==> src/rtl/accumulator_machine_execute_unit_macros.svh <==
// assertion macros shared by the execute unit rtl
`ifndef ACCUMULATOR_MACHINE_EXECUTE_UNIT_MACROS_SVH
`define ACCUMULATOR_MACHINE_EXECUTE_UNIT_MACROS_SVH

`ifndef NO_ASSERTIONS

// same-cycle implication, disabled while reset is low
`define AME_ASSERT_IMP(lbl, ante, cons, msg) \
    lbl: assert property (@(posedge i_clk) disable iff (!i_rst_n) (ante) |-> (cons)) \
        else $error(msg);

// next-cycle implication, disabled while reset is low
`define AME_ASSERT_NEXT(lbl, ante, cons, msg) \
    lbl: assert property (@(posedge i_clk) disable iff (!i_rst_n) (ante) |=> (cons)) \
        else $error(msg);

`else

`define AME_ASSERT_IMP(lbl, ante, cons, msg)
`define AME_ASSERT_NEXT(lbl, ante, cons, msg)

`endif

`endif

==> src/rtl/ame_pkg.sv <==
// shared types, opcodes and the microcode rom of the accumulator machine
`default_nettype none

package ame_pkg;

    localparam int WORD_BITS     = 16;
    localparam int ADDR_BITS     = 10;
    localparam int OPC_BITS      = 6;
    localparam int CNT_BITS      = $clog2(WORD_BITS);
    localparam int DEF_MEM_DEPTH = 1024;

    typedef logic [WORD_BITS-1:0] t_word;

    typedef enum logic [1:0] {
        REQ_WRITE = 2'd0,
        REQ_READ  = 2'd1,
        REQ_EXEC  = 2'd2,
        REQ_NONE  = 2'd3
    } t_req;

    localparam logic [OPC_BITS-1:0] OP_LOAD_MQ  = 6'b001010;
    localparam logic [OPC_BITS-1:0] OP_LOAD_MQX = 6'b001001;
    localparam logic [OPC_BITS-1:0] OP_STOR     = 6'b100001;
    localparam logic [OPC_BITS-1:0] OP_LOAD     = 6'b000001;
    localparam logic [OPC_BITS-1:0] OP_ADD      = 6'b000101;
    localparam logic [OPC_BITS-1:0] OP_SUB      = 6'b000110;
    localparam logic [OPC_BITS-1:0] OP_MUL      = 6'b001011;
    localparam logic [OPC_BITS-1:0] OP_DIV      = 6'b001100;

    // microcode addresses
    typedef enum logic [4:0] {
        U_DONE      = 5'd0,
        U_WRITE     = 5'd1,
        U_READ      = 5'd2,
        U_READ_LAT  = 5'd3,
        U_LDMQ      = 5'd4,
        U_LDMQX     = 5'd5,
        U_LDMQX_EX  = 5'd6,
        U_STOR      = 5'd7,
        U_LOAD      = 5'd8,
        U_LOAD_EX   = 5'd9,
        U_ADD       = 5'd10,
        U_ADD_EX    = 5'd11,
        U_SUB       = 5'd12,
        U_SUB_EX    = 5'd13,
        U_MUL       = 5'd14,
        U_MUL_INIT  = 5'd15,
        U_MUL_STEP  = 5'd16,
        U_DIV       = 5'd17,
        U_DIV_TEST  = 5'd18,
        U_DIV_INIT  = 5'd19,
        U_DIV_STEP  = 5'd20,
        U_DIV_ZERO  = 5'd21
    } t_uaddr;

    typedef enum logic [3:0] {
        DP_NOP      = 4'd0,
        DP_LAT_RD   = 4'd1,
        DP_AC_MQ    = 4'd2,
        DP_MQ_M     = 4'd3,
        DP_AC_M     = 4'd4,
        DP_ADD      = 4'd5,
        DP_SUB      = 4'd6,
        DP_MUL_INIT = 4'd7,
        DP_MUL_STEP = 4'd8,
        DP_DIV_INIT = 4'd9,
        DP_DIV_STEP = 4'd10,
        DP_SET_DZ   = 4'd11
    } t_dpop;

    typedef enum logic [1:0] {
        C_NEXT  = 2'd0,
        C_MZERO = 2'd1,
        C_LOOP  = 2'd2
    } t_cond;

    typedef enum logic {
        WS_DATA = 1'b0,
        WS_AC   = 1'b1
    } t_wsrc;

    typedef enum logic [1:0] {
        ST_CLEAR = 2'd0,
        ST_IDLE  = 2'd1,
        ST_RUN   = 2'd2
    } t_state;

    typedef struct packed {
        logic   rd;
        logic   wr;
        t_wsrc  wsrc;
        t_dpop  dpop;
        logic   cnt_clr;
        logic   done;
        t_cond  cond;
        t_uaddr jmp;
        t_uaddr nxt;
    } t_uword;

    typedef struct packed {
        logic  accept;
        t_dpop dpop;
    } t_dpctl;

    typedef struct packed {
        logic  clr;
        logic  rd;
        logic  wr;
        t_wsrc wsrc;
    } t_memctl;

    // entry point of the microprogram for one item
    function automatic t_uaddr dispatch(input t_req req, input logic [OPC_BITS-1:0] op);
        t_uaddr a;
        a = U_DONE;
        case (req)
            REQ_WRITE: a = U_WRITE;
            REQ_READ:  a = U_READ;
            REQ_EXEC: begin
                case (op)
                    OP_LOAD_MQ:  a = U_LDMQ;
                    OP_LOAD_MQX: a = U_LDMQX;
                    OP_STOR:     a = U_STOR;
                    OP_LOAD:     a = U_LOAD;
                    OP_ADD:      a = U_ADD;
                    OP_SUB:      a = U_SUB;
                    OP_MUL:      a = U_MUL;
                    OP_DIV:      a = U_DIV;
                    default:     a = U_DONE;
                endcase
            end
            default: a = U_DONE;
        endcase
        return a;
    endfunction

    // control store
    function automatic t_uword ucode(input t_uaddr a);
        t_uword w;
        w = '{rd: 1'b0, wr: 1'b0, wsrc: WS_DATA, dpop: DP_NOP, cnt_clr: 1'b0,
              done: 1'b0, cond: C_NEXT, jmp: U_DONE, nxt: U_DONE};
        case (a)
            U_DONE:     w.done = 1'b1;
            U_WRITE:    w.wr = 1'b1;
            U_READ: begin
                w.rd  = 1'b1;
                w.nxt = U_READ_LAT;
            end
            U_READ_LAT: w.dpop = DP_LAT_RD;
            U_LDMQ:     w.dpop = DP_AC_MQ;
            U_LDMQX: begin
                w.rd  = 1'b1;
                w.nxt = U_LDMQX_EX;
            end
            U_LDMQX_EX: w.dpop = DP_MQ_M;
            U_STOR: begin
                w.wr   = 1'b1;
                w.wsrc = WS_AC;
            end
            U_LOAD: begin
                w.rd  = 1'b1;
                w.nxt = U_LOAD_EX;
            end
            U_LOAD_EX:  w.dpop = DP_AC_M;
            U_ADD: begin
                w.rd  = 1'b1;
                w.nxt = U_ADD_EX;
            end
            U_ADD_EX:   w.dpop = DP_ADD;
            U_SUB: begin
                w.rd  = 1'b1;
                w.nxt = U_SUB_EX;
            end
            U_SUB_EX:   w.dpop = DP_SUB;
            U_MUL: begin
                w.rd  = 1'b1;
                w.nxt = U_MUL_INIT;
            end
            U_MUL_INIT: begin
                w.dpop    = DP_MUL_INIT;
                w.cnt_clr = 1'b1;
                w.nxt     = U_MUL_STEP;
            end
            U_MUL_STEP: begin
                w.dpop = DP_MUL_STEP;
                w.cond = C_LOOP;
                w.jmp  = U_MUL_STEP;
            end
            U_DIV: begin
                w.rd  = 1'b1;
                w.nxt = U_DIV_TEST;
            end
            U_DIV_TEST: begin
                w.cond = C_MZERO;
                w.jmp  = U_DIV_ZERO;
                w.nxt  = U_DIV_INIT;
            end
            U_DIV_INIT: begin
                w.dpop    = DP_DIV_INIT;
                w.cnt_clr = 1'b1;
                w.nxt     = U_DIV_STEP;
            end
            U_DIV_STEP: begin
                w.dpop = DP_DIV_STEP;
                w.cond = C_LOOP;
                w.jmp  = U_DIV_STEP;
            end
            U_DIV_ZERO: w.dpop = DP_SET_DZ;
            default:    w.nxt = U_DONE;
        endcase
        return w;
    endfunction

endpackage

`default_nettype wire

==> src/rtl/ame_seq.sv <==
// microcode sequencer: step counter, loop counter, memory clear sweep
`default_nettype none
`include "accumulator_machine_execute_unit_macros.svh"

module ame_seq #(
    parameter int MEM_DEPTH = ame_pkg::DEF_MEM_DEPTH
) (
    input  wire logic                          i_clk,
    input  wire logic                          i_rst_n,
    input  wire logic                          i_in_valid,
    output logic                               o_in_ready,
    input  wire logic [1:0]                    i_req_type,
    input  wire logic [ame_pkg::OPC_BITS-1:0]  i_opcode,
    input  wire logic                          i_m_zero,
    input  wire logic                          i_out_free,
    output logic                               o_out_load,
    output ame_pkg::t_dpctl                    o_dp,
    output ame_pkg::t_memctl                   o_mem,
    output logic [$clog2(MEM_DEPTH)-1:0]       o_clr_addr
);

    localparam int AW = $clog2(MEM_DEPTH);
    localparam logic [AW-1:0] CLR_LAST = AW'(MEM_DEPTH - 1);
    localparam logic [ame_pkg::CNT_BITS-1:0] CNT_LAST =
        ame_pkg::CNT_BITS'(ame_pkg::WORD_BITS - 1);

    ame_pkg::t_state r_state, n_state;
    ame_pkg::t_uaddr r_upc, n_upc;
    logic [ame_pkg::CNT_BITS-1:0] r_cnt, n_cnt;
    logic [AW-1:0] r_clr, n_clr;
    ame_pkg::t_uword uw;
    logic accept;

    assign uw = ame_pkg::ucode(r_upc);

    always_ff @(posedge i_clk) begin
        if (!i_rst_n) begin
            r_state <= ame_pkg::ST_CLEAR;
            r_upc   <= ame_pkg::U_DONE;
            r_cnt   <= '0;
            r_clr   <= '0;
        end else begin
            r_state <= n_state;
            r_upc   <= n_upc;
            r_cnt   <= n_cnt;
            r_clr   <= n_clr;
        end
    end

    always_comb begin
        n_state = r_state;
        n_upc   = r_upc;
        n_cnt   = r_cnt;
        n_clr   = r_clr;

        o_in_ready  = (r_state == ame_pkg::ST_IDLE);
        accept      = i_in_valid && o_in_ready;
        o_out_load  = 1'b0;
        o_dp.accept = accept;
        o_dp.dpop   = ame_pkg::DP_NOP;
        o_mem.clr   = 1'b0;
        o_mem.rd    = 1'b0;
        o_mem.wr    = 1'b0;
        o_mem.wsrc  = uw.wsrc;
        o_clr_addr  = r_clr;

        case (r_state)
            ame_pkg::ST_CLEAR: begin
                // zero one memory word per cycle after reset
                o_mem.clr = 1'b1;
                n_clr     = r_clr + 1'b1;
                if (r_clr == CLR_LAST) begin
                    n_state = ame_pkg::ST_IDLE;
                end
            end
            ame_pkg::ST_IDLE: begin
                if (accept) begin
                    n_state = ame_pkg::ST_RUN;
                    n_upc   = ame_pkg::dispatch(ame_pkg::t_req'(i_req_type), i_opcode);
                end
            end
            ame_pkg::ST_RUN: begin
                o_dp.dpop = uw.dpop;
                o_mem.rd  = uw.rd;
                o_mem.wr  = uw.wr;
                n_cnt     = uw.cnt_clr ? '0 : r_cnt + 1'b1;
                if (uw.done) begin
                    // hold here until the output register can take the result
                    o_out_load = i_out_free;
                    if (i_out_free) begin
                        n_state = ame_pkg::ST_IDLE;
                    end
                end else begin
                    case (uw.cond)
                        ame_pkg::C_MZERO: n_upc = i_m_zero ? uw.jmp : uw.nxt;
                        ame_pkg::C_LOOP:  n_upc = (r_cnt != CNT_LAST) ? uw.jmp : uw.nxt;
                        default:          n_upc = uw.nxt;
                    endcase
                end
            end
            default: n_state = ame_pkg::ST_IDLE;
        endcase
    end

    `AME_ASSERT_NEXT(a_accept_starts_run, accept, r_state == ame_pkg::ST_RUN,
        "accepted item did not start the microprogram")
    `AME_ASSERT_NEXT(a_loop_repeats,
        (r_state == ame_pkg::ST_RUN) && !uw.done &&
        (uw.cond == ame_pkg::C_LOOP) && (r_cnt != CNT_LAST),
        r_upc == $past(r_upc), "iteration step left its loop early")
    `AME_ASSERT_NEXT(a_clear_ends,
        (r_state == ame_pkg::ST_CLEAR) && (r_clr == CLR_LAST),
        r_state == ame_pkg::ST_IDLE, "memory clear sweep did not finish")

endmodule

`default_nettype wire

==> config.mk <==
export PLATFORM = sky130hd
export DESIGN_NAME = ame_seq
export DESIGN_NICKNAME = d
export VERILOG_FILES = /design/src/rtl/ame_pkg.sv /design/src/rtl/ame_seq.sv
export VERILOG_INCLUDE_DIRS = /design/src /design/src/rtl
export SDC_FILE = /design/constraint.sdc
export NUM_CORES = 1
export LEC_CHECK = 0
export ABC_AREA = 1
export BUFFER_PORTS_ARGS = -buffer_cell sky130_fd_sc_hd__clkbuf_2
export CAP_MARGIN = 5
export CORE_MARGIN = 5
export CORE_UTILIZATION = 55
export CTS_BUF_LIST = sky130_fd_sc_hd__clkbuf_4 sky130_fd_sc_hd__clkbuf_8
export DETAILED_ROUTE_END_ITERATION = 6
export GPL_TIMING_DRIVEN = 0
export PLACE_DENSITY_LB_ADDON = 0.3
export RECOVER_POWER = 50
export SLEW_MARGIN = 0
export SYNTH_ARGS = -nofsm -noshare
export SYNTH_HDL_FRONTEND = slang
export SYNTH_SLANG_ARGS = --single-unit
==> constraint.sdc <==
create_clock -name i_clk -period 2.12 [get_ports i_clk]
set_clock_uncertainty 0.1 [all_clocks]
set_input_delay 0.424 -clock i_clk [delete_from_list [all_inputs] [get_ports i_clk]]
set_output_delay 0.424 -clock i_clk [all_outputs]
set_load 0.03 [all_outputs]
Word-level counts from Yosys, hierarchy flattened. Index checks and enable logic that the tools add are counted.

Flip-flop bits (word level): 21. Input bits: 13. Output and inout port bits: 21. Logic and storage cells: 85.

Add/subtract/negate cells: 2. Equality and inequality tests: 42. Multiplexer cells: 27. Reduce and logical (&&, ||, !) cells: 10.

Operators with widths (number): $pmux 5 s10 (1); $pmux 4 s11 (1); $eq 5x4->1 const B (8); $pmux 5 s8 (1); $eq 5x5->1 const B (6); $eq 6x4->1 const B (4); $pmux 7 s3 (1); $eq 5x3->1 const B (4); $mux 5 (4); $pmux 5 s2 (2); $pmux 5 s3 (1); $eq 6x3->1 const B (2); $add 10x1->10 const B (1); $eq 10x10->1 const B (1); $eq 5x2->1 const B (2); $mux 2 (5); $mux 1 (8); $mux 4 (2); $ne 2x2->1 const B (4); $reduce_or 7->1 (1); $eq 2x1->1 const B (3); $eq 2x2->1 const B (3); $eq 6x1->1 const B (1); $eq 6x6->1 const B (1); 12 further kinds (14).

Logic depth before layout (Yosys ltp).
Depth in word-level cells: 6. Gate-level depth with buffers: 15. Mapped depth without buffers: 15.

Least setup slack after synthesis. No wires, ideal clock.

Path kind: register to output. From: register r_upc[3]. To: output o_mem[1] (netlist bit). Data arrival time: 1.697 ns. Required time: 1.596 ns. Slack: -0.101 ns. Cell stages (with the launch flop): 8. Buffers on the path: 0. Cell sequence: dfxtp_1 -> inv_1 -> nand2_1 -> nor2_1 -> inv_1 -> nor2_1 -> inv_1 -> a21oi_1.

RTL lines: from (decl) (line ame_seq.sv:28) `ame_pkg::t_uaddr r_upc, n_upc;`; from (signal assigned) (line ame_seq.sv:39) `r_upc <= ame_pkg::U_DONE;`; from (signal assigned) (line ame_seq.sv:44) `r_upc <= n_upc;`; to (decl) (line ame_seq.sv:18) `output ame_pkg::t_memctl o_mem,`.

==> reports/qor.yml <==
drv_slew: 0
most_area_hungry_cell_type_in_the_yosys_netlist: "dfxtp_1"
clock.fmax_ghz: 0.4842
overflow_left_after_global_routing: 0
vias: 1706
first_iter_violations: 98
drt_wl_total_um: 3777
clock-root-buffer: "clkbuf_4"
fill_cells: 266
gr-usage-all-layers_pct: 18.62
rrSetupSlack_ns: 0.20
dp.final_hpwl_um: 2865
insertion_delay_ns: 0.30
post-route-util_pct: 70.02
synth-seq-area-share_pct: 27.23
outcome: "completed"
timing_hold_violations_final: 0
netlist.area_leader.share_pct: 27.23
via_count_of_the_first_global_routing_pass: 1523
post_detailed_route_wirelength_per_cell_um: 11.59
slew_headroom_pct: 59.60
cp-start-kind: "flop"
rsz0062_at_grt: "true"
initial_standard_cell_utilization_of_the_core_pct: 56.48
postRouteAntennaNets: 0
fin_crit_ns: 2.065
post-route-drc-count: 0
syn_area_sq_um: 1544
criticalPathCategory: "reg2out"
fp.coreArea_sq_um: 2734
ys_types: 27
static-leakage-power_nw: 0.9280
clockBufferDepth: 2
cts_tree: "yes"
final-instance-count-excl-fill: 326
vias_per_cell: 5.233
hp-class: "in2reg"
die_width_um: 62.99
grt_max_degree: 13
power_uw: 660.5
place_area_sq_um: 1752
die_area_sq_um: 3967
cts.sink_count: 21
yosys_reg_bits: 21
number_of_placed_instances_taps_included: 316
worst_slew_pin_slew_ns: 0.6038
mostFrequentLayoutCell: "nor2_1"
ios: 34
synthCells: 252
final_net_count: 313
max_cap_viol_count: 0
grt_antenna_before_repair: 0
cts-hold-fix-buffers: 0
power_density_nw_per_um2: 345.0
routabilityCongestion: 0.9205
synth_warnings: 0
layout-area-overhead-vs-synth_pct: 23.99
worstSetupEndpointType: "output pin"
layout-drive-gt1-share_pct: 25.08
place_worst_setup_slack_ns: -0.08636
final_critical_path_setup_slack_ns: 0.05453
critPathRequiredTime_ns: 1.60
final_cell_mix: "44 x nor2_1, 43 x nand2_1, 31 x nand3_1"
first_pass_grt_wire_length_um: 6354
placement.io_buffers: 33
syn_avg_cell_area_sq_um: 6.127
synthTopCellsByArea: "dfxtp_1 27%, nand2_1 12%, nor2_1 11%"
die_height_um: 62.99
postSynthNetCount: 269
final_design_area_no_fill_sq_um: 1914
crit_arrival_ns: 1.54
antennaDiodeCount: 0
setup_viol_count_final: 0
finalCritPeriodShare_pct: 97.43
cts-buffers-inserted: 3
htreeDepth: 1
cp_max_fo: 10
irDropWorstVdd_uv: 372.9
path_clk_slew_ns: 0.12
post_route_setup_tns_ns: 0
final.hold.worst_slack_ns: 0.2930
drt-pass1-iter-count: 4
num_rows: 19
[kinds of logic after synthesis]
kind of cell | Yosys count | share of synthesized area (%)
adder cells (fa/ha/maj) | 4 | 3.242
AO/OA/AOI/OAI | 33 | 11.67
AND/OR/NAND/NOR | 151 | 45.22
flip-flops | 21 | 27.23
buffers and inverters | 38 | 9.805
XOR/XNOR | 5 | 2.836
[critical path, stage by stage (launching register included)]
cell and delay (ns):
dfxtp_1 0.32, buf_4 0.18, inv_4 0.10, nand2_2 0.10, nor2_4 0.14, nor2_1 0.06
a21oi_1 0.15, buf_4 0.18
[synthesized netlist by cell type]
cell type	instances
nand3b_1	2
a21oi_1	11
inv_1	29
ha_1	4
xor2_1	5
clkbuf_1	1
inv_4	1
nand2_2	4
nor3_1	5
dfxtp_1	21
nand4_1	4
nor2_2	2
o31ai_1	1
nor2_1	46
nand2_4	3
inv_2	4
nand3_1	32
nand2_1	48
a211oi_1	2
nor3b_1	2
buf_2	2
o21ai_1	1
nor2_4	3
buf_4	1
a31oi_1	2
o21bai_1	2
o21ai_0	14
[final cells by class]
type	count	area (sq um)	area share [%]
buffer	4	26.28	1.373
clock buffer	3	22.52	1.176
clock inverter	1	5.005	0.2614
inverter	34	140.1	7.320
multi-input combinational	193	1039	54.25
sequential	21	436.7	22.81
tap	31	38.79	2.026
timing repair buffer	39	206.4	10.78
[what timing repair did]
| action | 4_1_cts | 5_1_grt |
|---|---|---|
| gates resized for setup | 12 | 40 |
| setup buffers | 0 | 6 |
| pin swaps | 0 | 10 |
| setup endpoints to repair | 8 | 9 |
[layer usage]
layer  GRT usage [%]  vias to the layer above  share of wire, %
met5               0                        -                 0
met4           6.631                        0               1.6
met3           2.338                        6               5.2
met2           30.38                       44                47
met1           24.86                      754                46
li1                -                      902                 -
[final timing paths]
kind | startpoint | to | cells after the start
setup / recovery | r_upc[4] | o_mem[2] | 7
hold / removal | i_req_type[1] | r_upc[3] | 3
setup reg to reg | r_upc[3] | r_upc[1] | 13
hold reg to reg | r_cnt[1] | r_cnt[1] | 2
[sequential cells by signal (all words and copies together) (netlist names)]
| signal | flops |
|---|---|
| o_clr_addr | 10 |
| r_cnt | 4 |
| r_state | 2 |
| r_upc | 5 |
[report_power, final]
part | leakage, nW | switching [mW] | internal (mW) | total, mW
logic | 0.737 | 0.0441 | 0.0243 | 0.0684
clock network | 0.0177 | 0.122 | 0.0703 | 0.192
registers | 0.173 | 0.00564 | 0.394 | 0.400
(Power assumes the default switching activity.)
