===== src/rtl/accumulator_machine_execute_unit_macros.svh =====
// assertion macros shared by the execute unit rtl
`ifndef ACCUMULATOR_MACHINE_EXECUTE_UNIT_MACROS_SVH
`define ACCUMULATOR_MACHINE_EXECUTE_UNIT_MACROS_SVH

`ifndef NO_ASSERTIONS

// same-cycle implication, disabled while reset is low
`define AME_ASSERT_IMP(lbl, ante, cons, msg) \
    lbl: assert property (@(posedge i_clk) disable iff (!i_rst_n) (ante) |-> (cons)) \
        else $error(msg);

// next-cycle implication, disabled while reset is low
`define AME_ASSERT_NEXT(lbl, ante, cons, msg) \
    lbl: assert property (@(posedge i_clk) disable iff (!i_rst_n) (ante) |=> (cons)) \
        else $error(msg);

`else

`define AME_ASSERT_IMP(lbl, ante, cons, msg)
`define AME_ASSERT_NEXT(lbl, ante, cons, msg)

`endif

`endif


===== src/rtl/ame_pkg.sv =====
// shared types, opcodes and the microcode rom of the accumulator machine
`default_nettype none

package ame_pkg;

    localparam int WORD_BITS     = 16;
    localparam int ADDR_BITS     = 10;
    localparam int OPC_BITS      = 6;
    localparam int CNT_BITS      = $clog2(WORD_BITS);
    localparam int DEF_MEM_DEPTH = 1024;

    typedef logic [WORD_BITS-1:0] t_word;

    typedef enum logic [1:0] {
        REQ_WRITE = 2'd0,
        REQ_READ  = 2'd1,
        REQ_EXEC  = 2'd2,
        REQ_NONE  = 2'd3
    } t_req;

    localparam logic [OPC_BITS-1:0] OP_LOAD_MQ  = 6'b001010;
    localparam logic [OPC_BITS-1:0] OP_LOAD_MQX = 6'b001001;
    localparam logic [OPC_BITS-1:0] OP_STOR     = 6'b100001;
    localparam logic [OPC_BITS-1:0] OP_LOAD     = 6'b000001;
    localparam logic [OPC_BITS-1:0] OP_ADD      = 6'b000101;
    localparam logic [OPC_BITS-1:0] OP_SUB      = 6'b000110;
    localparam logic [OPC_BITS-1:0] OP_MUL      = 6'b001011;
    localparam logic [OPC_BITS-1:0] OP_DIV      = 6'b001100;

    // microcode addresses
    typedef enum logic [4:0] {
        U_DONE      = 5'd0,
        U_WRITE     = 5'd1,
        U_READ      = 5'd2,
        U_READ_LAT  = 5'd3,
        U_LDMQ      = 5'd4,
        U_LDMQX     = 5'd5,
        U_LDMQX_EX  = 5'd6,
        U_STOR      = 5'd7,
        U_LOAD      = 5'd8,
        U_LOAD_EX   = 5'd9,
        U_ADD       = 5'd10,
        U_ADD_EX    = 5'd11,
        U_SUB       = 5'd12,
        U_SUB_EX    = 5'd13,
        U_MUL       = 5'd14,
        U_MUL_INIT  = 5'd15,
        U_MUL_STEP  = 5'd16,
        U_DIV       = 5'd17,
        U_DIV_TEST  = 5'd18,
        U_DIV_INIT  = 5'd19,
        U_DIV_STEP  = 5'd20,
        U_DIV_ZERO  = 5'd21
    } t_uaddr;

    typedef enum logic [3:0] {
        DP_NOP      = 4'd0,
        DP_LAT_RD   = 4'd1,
        DP_AC_MQ    = 4'd2,
        DP_MQ_M     = 4'd3,
        DP_AC_M     = 4'd4,
        DP_ADD      = 4'd5,
        DP_SUB      = 4'd6,
        DP_MUL_INIT = 4'd7,
        DP_MUL_STEP = 4'd8,
        DP_DIV_INIT = 4'd9,
        DP_DIV_STEP = 4'd10,
        DP_SET_DZ   = 4'd11
    } t_dpop;

    typedef enum logic [1:0] {
        C_NEXT  = 2'd0,
        C_MZERO = 2'd1,
        C_LOOP  = 2'd2
    } t_cond;

    typedef enum logic {
        WS_DATA = 1'b0,
        WS_AC   = 1'b1
    } t_wsrc;

    typedef enum logic [1:0] {
        ST_CLEAR = 2'd0,
        ST_IDLE  = 2'd1,
        ST_RUN   = 2'd2
    } t_state;

    typedef struct packed {
        logic   rd;
        logic   wr;
        t_wsrc  wsrc;
        t_dpop  dpop;
        logic   cnt_clr;
        logic   done;
        t_cond  cond;
        t_uaddr jmp;
        t_uaddr nxt;
    } t_uword;

    typedef struct packed {
        logic  accept;
        t_dpop dpop;
    } t_dpctl;

    typedef struct packed {
        logic  clr;
        logic  rd;
        logic  wr;
        t_wsrc wsrc;
    } t_memctl;

    // entry point of the microprogram for one item
    function automatic t_uaddr dispatch(input t_req req, input logic [OPC_BITS-1:0] op);
        t_uaddr a;
        a = U_DONE;
        case (req)
            REQ_WRITE: a = U_WRITE;
            REQ_READ:  a = U_READ;
            REQ_EXEC: begin
                case (op)
                    OP_LOAD_MQ:  a = U_LDMQ;
                    OP_LOAD_MQX: a = U_LDMQX;
                    OP_STOR:     a = U_STOR;
                    OP_LOAD:     a = U_LOAD;
                    OP_ADD:      a = U_ADD;
                    OP_SUB:      a = U_SUB;
                    OP_MUL:      a = U_MUL;
                    OP_DIV:      a = U_DIV;
                    default:     a = U_DONE;
                endcase
            end
            default: a = U_DONE;
        endcase
        return a;
    endfunction

    // control store
    function automatic t_uword ucode(input t_uaddr a);
        t_uword w;
        w = '{rd: 1'b0, wr: 1'b0, wsrc: WS_DATA, dpop: DP_NOP, cnt_clr: 1'b0,
              done: 1'b0, cond: C_NEXT, jmp: U_DONE, nxt: U_DONE};
        case (a)
            U_DONE:     w.done = 1'b1;
            U_WRITE:    w.wr = 1'b1;
            U_READ: begin
                w.rd  = 1'b1;
                w.nxt = U_READ_LAT;
            end
            U_READ_LAT: w.dpop = DP_LAT_RD;
            U_LDMQ:     w.dpop = DP_AC_MQ;
            U_LDMQX: begin
                w.rd  = 1'b1;
                w.nxt = U_LDMQX_EX;
            end
            U_LDMQX_EX: w.dpop = DP_MQ_M;
            U_STOR: begin
                w.wr   = 1'b1;
                w.wsrc = WS_AC;
            end
            U_LOAD: begin
                w.rd  = 1'b1;
                w.nxt = U_LOAD_EX;
            end
            U_LOAD_EX:  w.dpop = DP_AC_M;
            U_ADD: begin
                w.rd  = 1'b1;
                w.nxt = U_ADD_EX;
            end
            U_ADD_EX:   w.dpop = DP_ADD;
            U_SUB: begin
                w.rd  = 1'b1;
                w.nxt = U_SUB_EX;
            end
            U_SUB_EX:   w.dpop = DP_SUB;
            U_MUL: begin
                w.rd  = 1'b1;
                w.nxt = U_MUL_INIT;
            end
            U_MUL_INIT: begin
                w.dpop    = DP_MUL_INIT;
                w.cnt_clr = 1'b1;
                w.nxt     = U_MUL_STEP;
            end
            U_MUL_STEP: begin
                w.dpop = DP_MUL_STEP;
                w.cond = C_LOOP;
                w.jmp  = U_MUL_STEP;
            end
            U_DIV: begin
                w.rd  = 1'b1;
                w.nxt = U_DIV_TEST;
            end
            U_DIV_TEST: begin
                w.cond = C_MZERO;
                w.jmp  = U_DIV_ZERO;
                w.nxt  = U_DIV_INIT;
            end
            U_DIV_INIT: begin
                w.dpop    = DP_DIV_INIT;
                w.cnt_clr = 1'b1;
                w.nxt     = U_DIV_STEP;
            end
            U_DIV_STEP: begin
                w.dpop = DP_DIV_STEP;
                w.cond = C_LOOP;
                w.jmp  = U_DIV_STEP;
            end
            U_DIV_ZERO: w.dpop = DP_SET_DZ;
            default:    w.nxt = U_DONE;
        endcase
        return w;
    endfunction

endpackage

`default_nettype wire


===== src/rtl/ame_dp.sv =====
// datapath: ac, mq, operand register and the shift-add / shift-subtract unit
`default_nettype none
`include "accumulator_machine_execute_unit_macros.svh"

module ame_dp #(
    parameter int MEM_DEPTH = ame_pkg::DEF_MEM_DEPTH
) (
    input  wire logic                           i_clk,
    input  wire logic                           i_rst_n,
    input  wire ame_pkg::t_dpctl                i_ctl,
    input  wire logic [1:0]                     i_req_type,
    input  wire logic [ame_pkg::ADDR_BITS-1:0]  i_mem_addr,
    input  wire ame_pkg::t_word                 i_word_in,
    input  wire ame_pkg::t_word                 i_ram_q,
    output logic      [ame_pkg::ADDR_BITS-1:0]  o_addr,
    output logic                                o_addr_ok,
    output logic                                o_m_zero,
    output ame_pkg::t_word                      o_data,
    output ame_pkg::t_word                      o_ac,
    output ame_pkg::t_word                      o_mq,
    output ame_pkg::t_word                      o_read_word,
    output logic                                o_dz
);

    localparam int WB = ame_pkg::WORD_BITS;
    localparam logic [ame_pkg::ADDR_BITS:0] DEPTH_LIM = (ame_pkg::ADDR_BITS + 1)'(MEM_DEPTH);

    ame_pkg::t_word r_ac, n_ac;
    ame_pkg::t_word r_mq, n_mq;
    ame_pkg::t_word r_b, n_b;
    ame_pkg::t_word r_data, n_data;
    ame_pkg::t_word r_rdw, n_rdw;
    logic [ame_pkg::ADDR_BITS-1:0] r_addr, n_addr;
    logic r_dz, n_dz;

    ame_pkg::t_word m;
    logic [WB:0] mul_sum;
    logic [WB:0] div_shl;
    logic [WB:0] div_diff;
    logic div_ge;

    assign o_addr_ok = ({1'b0, r_addr} < DEPTH_LIM);
    // words beyond the memory read as zero
    assign m         = o_addr_ok ? i_ram_q : '0;
    assign o_m_zero  = (m == '0);

    assign mul_sum  = {1'b0, r_ac} + (r_mq[0] ? {1'b0, r_b} : '0);
    assign div_shl  = {r_ac, r_mq[WB-1]};
    assign div_ge   = (div_shl >= {1'b0, r_b});
    assign div_diff = div_shl - {1'b0, r_b};

    always_comb begin
        n_ac   = r_ac;
        n_mq   = r_mq;
        n_b    = r_b;
        n_addr = r_addr;
        n_data = r_data;
        n_rdw  = r_rdw;
        n_dz   = r_dz;
        if (i_ctl.accept) begin
            n_addr = (ame_pkg::t_req'(i_req_type) == ame_pkg::REQ_EXEC) ?
                     i_word_in[ame_pkg::ADDR_BITS-1:0] : i_mem_addr;
            n_data = i_word_in;
            n_rdw  = '0;
            n_dz   = 1'b0;
        end
        case (i_ctl.dpop)
            ame_pkg::DP_NOP:      ;
            ame_pkg::DP_LAT_RD:   n_rdw = m;
            ame_pkg::DP_AC_MQ:    n_ac = r_mq;
            ame_pkg::DP_MQ_M:     n_mq = m;
            ame_pkg::DP_AC_M:     n_ac = m;
            ame_pkg::DP_ADD:      n_ac = r_ac + m;
            ame_pkg::DP_SUB:      n_ac = m - r_ac;
            ame_pkg::DP_MUL_INIT: begin
                n_b  = m;
                n_ac = '0;
            end
            ame_pkg::DP_MUL_STEP: begin
                // {ac,mq} shifts right one bit per step, multiplier bits leave mq
                n_ac = mul_sum[WB:1];
                n_mq = {mul_sum[0], r_mq[WB-1:1]};
            end
            ame_pkg::DP_DIV_INIT: begin
                n_b  = m;
                n_mq = r_ac;
                n_ac = '0;
            end
            ame_pkg::DP_DIV_STEP: begin
                // restoring divide: partial remainder in ac, quotient bits enter mq
                n_ac = div_ge ? div_diff[WB-1:0] : div_shl[WB-1:0];
                n_mq = {r_mq[WB-2:0], div_ge};
            end
            ame_pkg::DP_SET_DZ:   n_dz = 1'b1;
            default:              ;
        endcase
    end

    always_ff @(posedge i_clk) begin
        if (!i_rst_n) begin
            r_ac <= '0;
            r_mq <= '0;
        end else begin
            r_ac <= n_ac;
            r_mq <= n_mq;
        end
    end

    always_ff @(posedge i_clk) begin
        r_b    <= n_b;
        r_addr <= n_addr;
        r_data <= n_data;
        r_rdw  <= n_rdw;
        r_dz   <= n_dz;
    end

    assign o_addr      = r_addr;
    assign o_data      = r_data;
    assign o_ac        = r_ac;
    assign o_mq        = r_mq;
    assign o_read_word = r_rdw;
    assign o_dz        = r_dz;

    `AME_ASSERT_IMP(a_div_nonzero, i_ctl.dpop == ame_pkg::DP_DIV_INIT, !o_m_zero,
        "divide started with a zero divisor")
    `AME_ASSERT_NEXT(a_rem_below_div, i_ctl.dpop == ame_pkg::DP_DIV_STEP, r_ac < r_b,
        "partial remainder not below divisor")

endmodule

`default_nettype wire


===== config.mk =====
export PLATFORM = sky130hd
export DESIGN_NAME = ame_dp
export DESIGN_NICKNAME = d
export VERILOG_FILES = /design/src/rtl/ame_pkg.sv /design/src/rtl/ame_dp.sv
export VERILOG_INCLUDE_DIRS = /design/src /design/src/rtl
export SDC_FILE = /design/constraint.sdc
export NUM_CORES = 1
export LEC_CHECK = 0
export BUFFER_PORTS_ARGS = -buffer_cell sky130_fd_sc_hd__buf_4
export CAP_MARGIN = 10
export CELL_PAD_IN_SITES_DETAIL_PLACEMENT = 1
export CELL_PAD_IN_SITES_GLOBAL_PLACEMENT = 1
export CORE_MARGIN = 5
export CORE_UTILIZATION = 25
export CTS_CLUSTER_SIZE = 28
export DETAILED_ROUTE_END_ITERATION = 6
export HOLD_SLACK_MARGIN = 0.1
export PLACE_DENSITY = 0.54
export SKIP_LAST_GASP = 1
export SLEW_MARGIN = 5
export SYNTH_ARGS = -nofsm -noshare
export SYNTH_HDL_FRONTEND = slang
export SYNTH_SLANG_ARGS = --single-unit
export TNS_END_PERCENT = 10

===== constraint.sdc =====
create_clock -name i_clk -period 4.55 [get_ports i_clk]
set_clock_uncertainty 0.15 [all_clocks]
set_input_delay 0.2275 -clock i_clk [delete_from_list [all_inputs] [get_ports i_clk]]
set_output_delay 0.2275 -clock i_clk [all_outputs]
set_load 0.01 [all_outputs]

# ---- Word-level counts from Yosys, hierarchy flattened
# Index checks and enable logic that the tools add are counted.
dict set report classes {
  n_lt_le_gt_ge 1
  bitwise 0
  reduce_logical 5
  n_mux 7
  multipliers 0
  n_div 0
  n_addsub 4
  eq_ne 12
  shifts 0
}
# cell count
set op_table {}
lappend op_table {{16-bit one-hot mux with 7 select lines} 1}
lappend op_table {{16-bit two-way mux} 4}
lappend op_table {{16-bit one-hot mux with 4 select lines} 1}
lappend op_table {{16-bit subtractor} 2}
lappend op_table {{16-bit by 16-bit adder with 17-bit output} 1}
lappend op_table {{17-bit by 16-bit >= comparator with 1-bit output} 1}
lappend op_table {{16-bit adder} 1}
lappend op_table {{4-bit by 3-bit equality test with 1-bit output, second input constant} 4}
lappend op_table {{4-bit equality test, second input constant} 4}
lappend op_table {{16-bit zero test} 1}
lappend op_table {{10-bit two-way mux} 1}
lappend op_table {{4-bit by 2-bit equality test with 1-bit output, second input constant} 2}
lappend op_table {{7-bit nonzero test} 1}
lappend op_table {{4-bit by 1-bit equality test with 1-bit output, second input constant} 1}
lappend op_table {{4-bit nonzero test} 1}
lappend op_table {{2-bit equality test, second input constant} 1}
lappend op_table {{2-bit nonzero test} 1}
lappend op_table {{2-bit OR reduction} 1}
dict set report totals {
  rom_bits 0
  elab_cells 36
  reg_bits 91
  mem_count 0
  latchBits 0
  mem_bits_rw 0
}

# ---- Longest topological paths before layout
dict set report depth {
  depth_word 3
  depth_mapped 15
  depth_no_buf 15
}

# ---- Least setup slack after synthesis
# No wires, ideal clock.
dict set report synth_path {
  path_kind {flip-flop to flip-flop}
  start {reg r_ac[3] (netlist: o_ac[3])}
  end {reg r_ac[12] (netlist: o_ac[12])}
  synth_period_minus_slack_ns 3.291
  arrival_time_ns 3.016
  stages_incl_launch_ff 16
  slack_ns 1.259
  path_cell_list {dfxtp_1 clkbuf_1 nor3_1 nand3b_1 or2_2 o21ai_0 xor2_1 ha_1 and3_1 o21a_1 a211oi_2 o21bai_1 a21oi_2 xnor2_1 a221oi_2 a31oi_1}
}
dict set report synth_between {
  elab_chain_len 3
}
# item line_no
set synth_rtl {}
lappend synth_rtl {{from (decl)} ame_dp.sv:28} ;# ame_pkg::t_word r_ac, n_ac;
lappend synth_rtl {{from (signal assigned)} ame_dp.sv:104} ;# r_ac <= n_ac;
lappend synth_rtl {{16-bit subtractor or 17-bit by 16-bit >= comparator with 1-bit output (tied branches)} {ame_dp.sv:50, ame_dp.sv:49}}
lappend synth_rtl {{16-bit two-way mux} ame_dp.sv:91} ;# n_ac = div_ge ? div_diff[WB-1:0] : div_shl[WB-1:0];
lappend synth_rtl {{16-bit one-hot mux with 7 select lines (*)} ame_dp.sv:67} ;# case (i_ctl.dpop)
# Every way passes the cells marked *; elsewhere a longest branch is shown, timed or not.
# A chain may end at the register's enable or synchronous reset.

# ---- Worst setup path after layout
dict set report layout_path {
  start {reg r_ac[1] (netlist: o_ac[1])}
  end {reg r_ac[13] (netlist: o_ac[13])}
}
# The elaborated chain is that of the path after synthesis.

==> out/metrics.csv <==
stage,metric,value,unit
status,status,finished clean,
logic_synthesis,synthTopCellsByArea,"edfxtp_1, dfxtp_1, ha_1, a21oi_1, mux2_2",
hold_path,min_path_cells,3,
grt,grt_max_degree,34,
clock_network,clk-insertion-delay-late,0.36,ns
clock_network,cts.reportedPaths.clkPinSlew,0.08,ns
grt,grt_pass1_wl,43600,um
power_and_ir_drop,power-per-cell-area,311,nW/um^2
routing,dr.pass1.iters,5,
floorplanning,fp.coreArea,28500,um^2
finish,multi_input_area,4420,um^2
power_and_ir_drop,peakVddDrop,201,uV
timing,rsz0062_at_grt,no,
finish,drive_gt1_share,21.5,%
logic_synthesis,synth.largest_area_cell,edfxtp_1,
timing,drv_slew,0,
floorplanning,die_h,179,um
logic_synthesis,syn_area,7170,um^2
placement,portBuffers,126,
worst_setup_path,ff2ff_setup_slack,0.96,ns
worst_setup_path,crit_path_max_incr_delay,0.53,ns
logic_synthesis,syn_avg_cell_area,8.99,um^2
worst_setup_path,crit_fanout,7,
worst_setup_path,crit_type,register to register,
worst_setup_path,cp_cell_sequence,"inv_1, ha_1, nor3b_1, nor2_1, xnor2_1, ha_1, a2111oi_4, a21oi_1, a21oi_1, a21oi_1, nor4b_1, o21ai_0, a31oi_1",
worst_setup_path,cpMaxStageDelayCell,dfxtp_1,
routing,route.met3.wl,1140,um
routing,num_vias,6658,
routing,met2WireLength,12800,um
hold_path,holdCritStartpoint,i_rst_n,
worst_setup_path,cp.buffers_inverters,1,
clock_network,h-tree-depth,3,
logic_synthesis,ys_seq_elements,91,
logic_synthesis,post-synth-top-count-cell,a21oi_1,
power_and_ir_drop,leakage,3.84,nW
logic_synthesis,synth_flop_cell,edfxtp_1,
logic_synthesis,ys_types,72,
clock_network,cts_buffers,9,
worst_setup_path,reg2reg_to,o_ac[13],
finish,stdcell_count,1335,
run,drv_cap,0,
worst_setup_path,cp-start-kind,register,
timing,hold_viol,0,
worst_setup_path,critPathTopFamily,compound AO/OA/AOI/OAI gates,
clock_network,cts_sinks,91,
finish,fin_nets,1047,
worst_setup_path,r2r_start,o_ac[1],
worst_setup_path,r2r_cells,13,
routing,avgViaCountPerCell,4.99,
routing,wirelength,28200,um
grt,antenna_found_initial,0,
logic_synthesis,synth_seq_area_share,33.5,%
routing,wl_per_cell,21.1,um
timing,fmax,278,MHz
floorplanning,dieArea,32200,um^2
timing,setup_viol,0,
logic_synthesis,synth_warnings,0,
grt,grt_pass1_vias,7028,
routing,drc,0,
finish,regArea,2400,um^2
clock_network,cts-root-buf,clkbuf_16,
clock_network,clk_path_buf_depth,2,
logic_synthesis,synth_edf_count,58,
grt,track_usage,17.9,%
clock_network,cts-resized-gates,0,
grt,grt_overflow_total,0,
routing,first_iter_violations,414,
finish,synthToLayoutAreaGrowth,28.4,%
timing,finalCritPeriodShare,79.0,%
timing,finalCriticalPeriod,3.59,ns
timing,finalSetupTns,0,ns
finish,fillers,3325,
floorplanning,io_pins,128,
logic_synthesis,synth_common_cells,"a21oi_1, nand2_1, edfxtp_1, nor2_1, ha_1",
worst_setup_path,cp_common_cell,a21oi_1,
hold_path,hold_path_class,input pin to register,
routing,topRoutingLayerUsed,met4,
timing,slew_headroom,38.4,%
routing,ant_nets,0,
placement,place_ws,0.958,ns
routing,drt-met1-wl,13500,um
hold_path,hold_path_end,o_ac[5],
logic_synthesis,syn-num-nets,899,
placement,place_congestion,0.844,
worst_setup_path,required,4.69,ns
clock_network,cts_tree,yes,
placement,dpl.cell_count,1276,
floorplanning,dieWidth,179,um
timing,setup_ws,0.956,ns
timing,worst_pin_slew,0.921,ns
logic_synthesis,synthArstFlopShare,0,%
logic_synthesis,syn_inst,797,
logic_synthesis,synth.top_cell.area_share,24.3,%
worst_setup_path,critPathArrivalTime,3.74,ns
worst_setup_path,critPathCaptureType,register,
timing,whs,0.123,ns
floorplanning,rows,62,
finish,utilization,32.3,%
floorplanning,start_util,25.2,%
placement,dp.final_hpwl,21700,um
[tightest hold or removal path, delay by kind of cell]
family | cells | cell delay [ns]
simple gates | 2 | 0.14
buf+inv | 1 | 0.22
[area by class of cell]
type	count	share of cell area, %
well taps	384	5.22
clock buffers	9	2.45
repair buffers	181	15.9
flip-flops and latches	91	26.1
inverters	29	1.18
diodes	1	0.0272
multi-input cells	633	48.1
clock inverters	7	1.02
[metrics by stage]
step	power (mW)	instance area (um^2)
global route	3.03	9200
CTS	2.89	9200
floorplan	1.70	7170
finish	2.87	9200
global placement	2.05	8460
detailed placement	2.05	8460
[state kept, by name (all words and copies together) (netlist names)]
signal / flops
o_addr: 10
o_dz: 1
r_b: 16
o_mq: 16
o_read_word: 16
o_ac: 16
o_data: 16
[how the worst max path moves through the flow]
stage	from	endpoint	slack (ns)	depth (start not counted)
2_1_floorplan	o_ac[3]	o_ac[12]	1.26	15
6_report	o_ac[1]	o_ac[13]	0.96	13
3_3_place_gp	o_ac[1]	o_ac[14]	1.00	13
4_1_cts	o_ac[4]	o_ac[15]	0.96	14
5_1_grt	o_ac[1]	o_ac[13]	0.61	13
3_5_place_dp	i_ctl[1]	o_ac[13]	0.96	13
[cell families after synthesis]
logic type | Yosys count | share of synthesized area [%]
AND/OR/NAND/NOR | 261 | 18.5
AO/OA/AOI/OAI | 234 | 22.2
flip-flops | 91 | 33.5
buffers and inverters | 73 | 4.77
adder cells (fa/ha/maj) | 51 | 9.22
XOR/XNOR | 49 | 6.09
multiplexers | 37 | 5.66
other | 1 | 0.0523
[cell usage in the layout, fill, tap and decap left out, types with 23 or more instances in the layout]
master,instances
a21oi_1,81
nand2_1,67
inv_1,29
o21ai_0,29
dfxtp_1,33
xnor2_1,27
edfxtp_1,58
ha_1,48
dlygate4sd3_1,42
and2_1,34
mux2_2,23
nor2_1,49
buf_4,139
nor2b_1,25
[timing repair]
| item | CTS | global route |
|---|---|---|
| setup endpoints to repair | 0 | 0 |
| setup buffers | 0 | 0 |
| hold buffers | 42 | 0 |
| hold endpoints to repair | 45 | 0 |
[report_power, final]
group / switching [mW] / total, mW / internal, mW
logic: 0.575 / 1.05 / 0.471
clock network: 0.405 / 0.803 / 0.398
registers: 0.0757 / 1.02 / 0.941
total: 1.06 / 2.87 / 1.81
[metal layers]
metal | global-route usage, % | vias up
li1 | - | 3225
met1 | 25.1 | 3261
met2 | 28.1 | 141
met3 | 2.87 | 31
met4 | 5.62 | 0
met5 | 0 | -
Note: power is estimated with default switching activity, not from simulation.
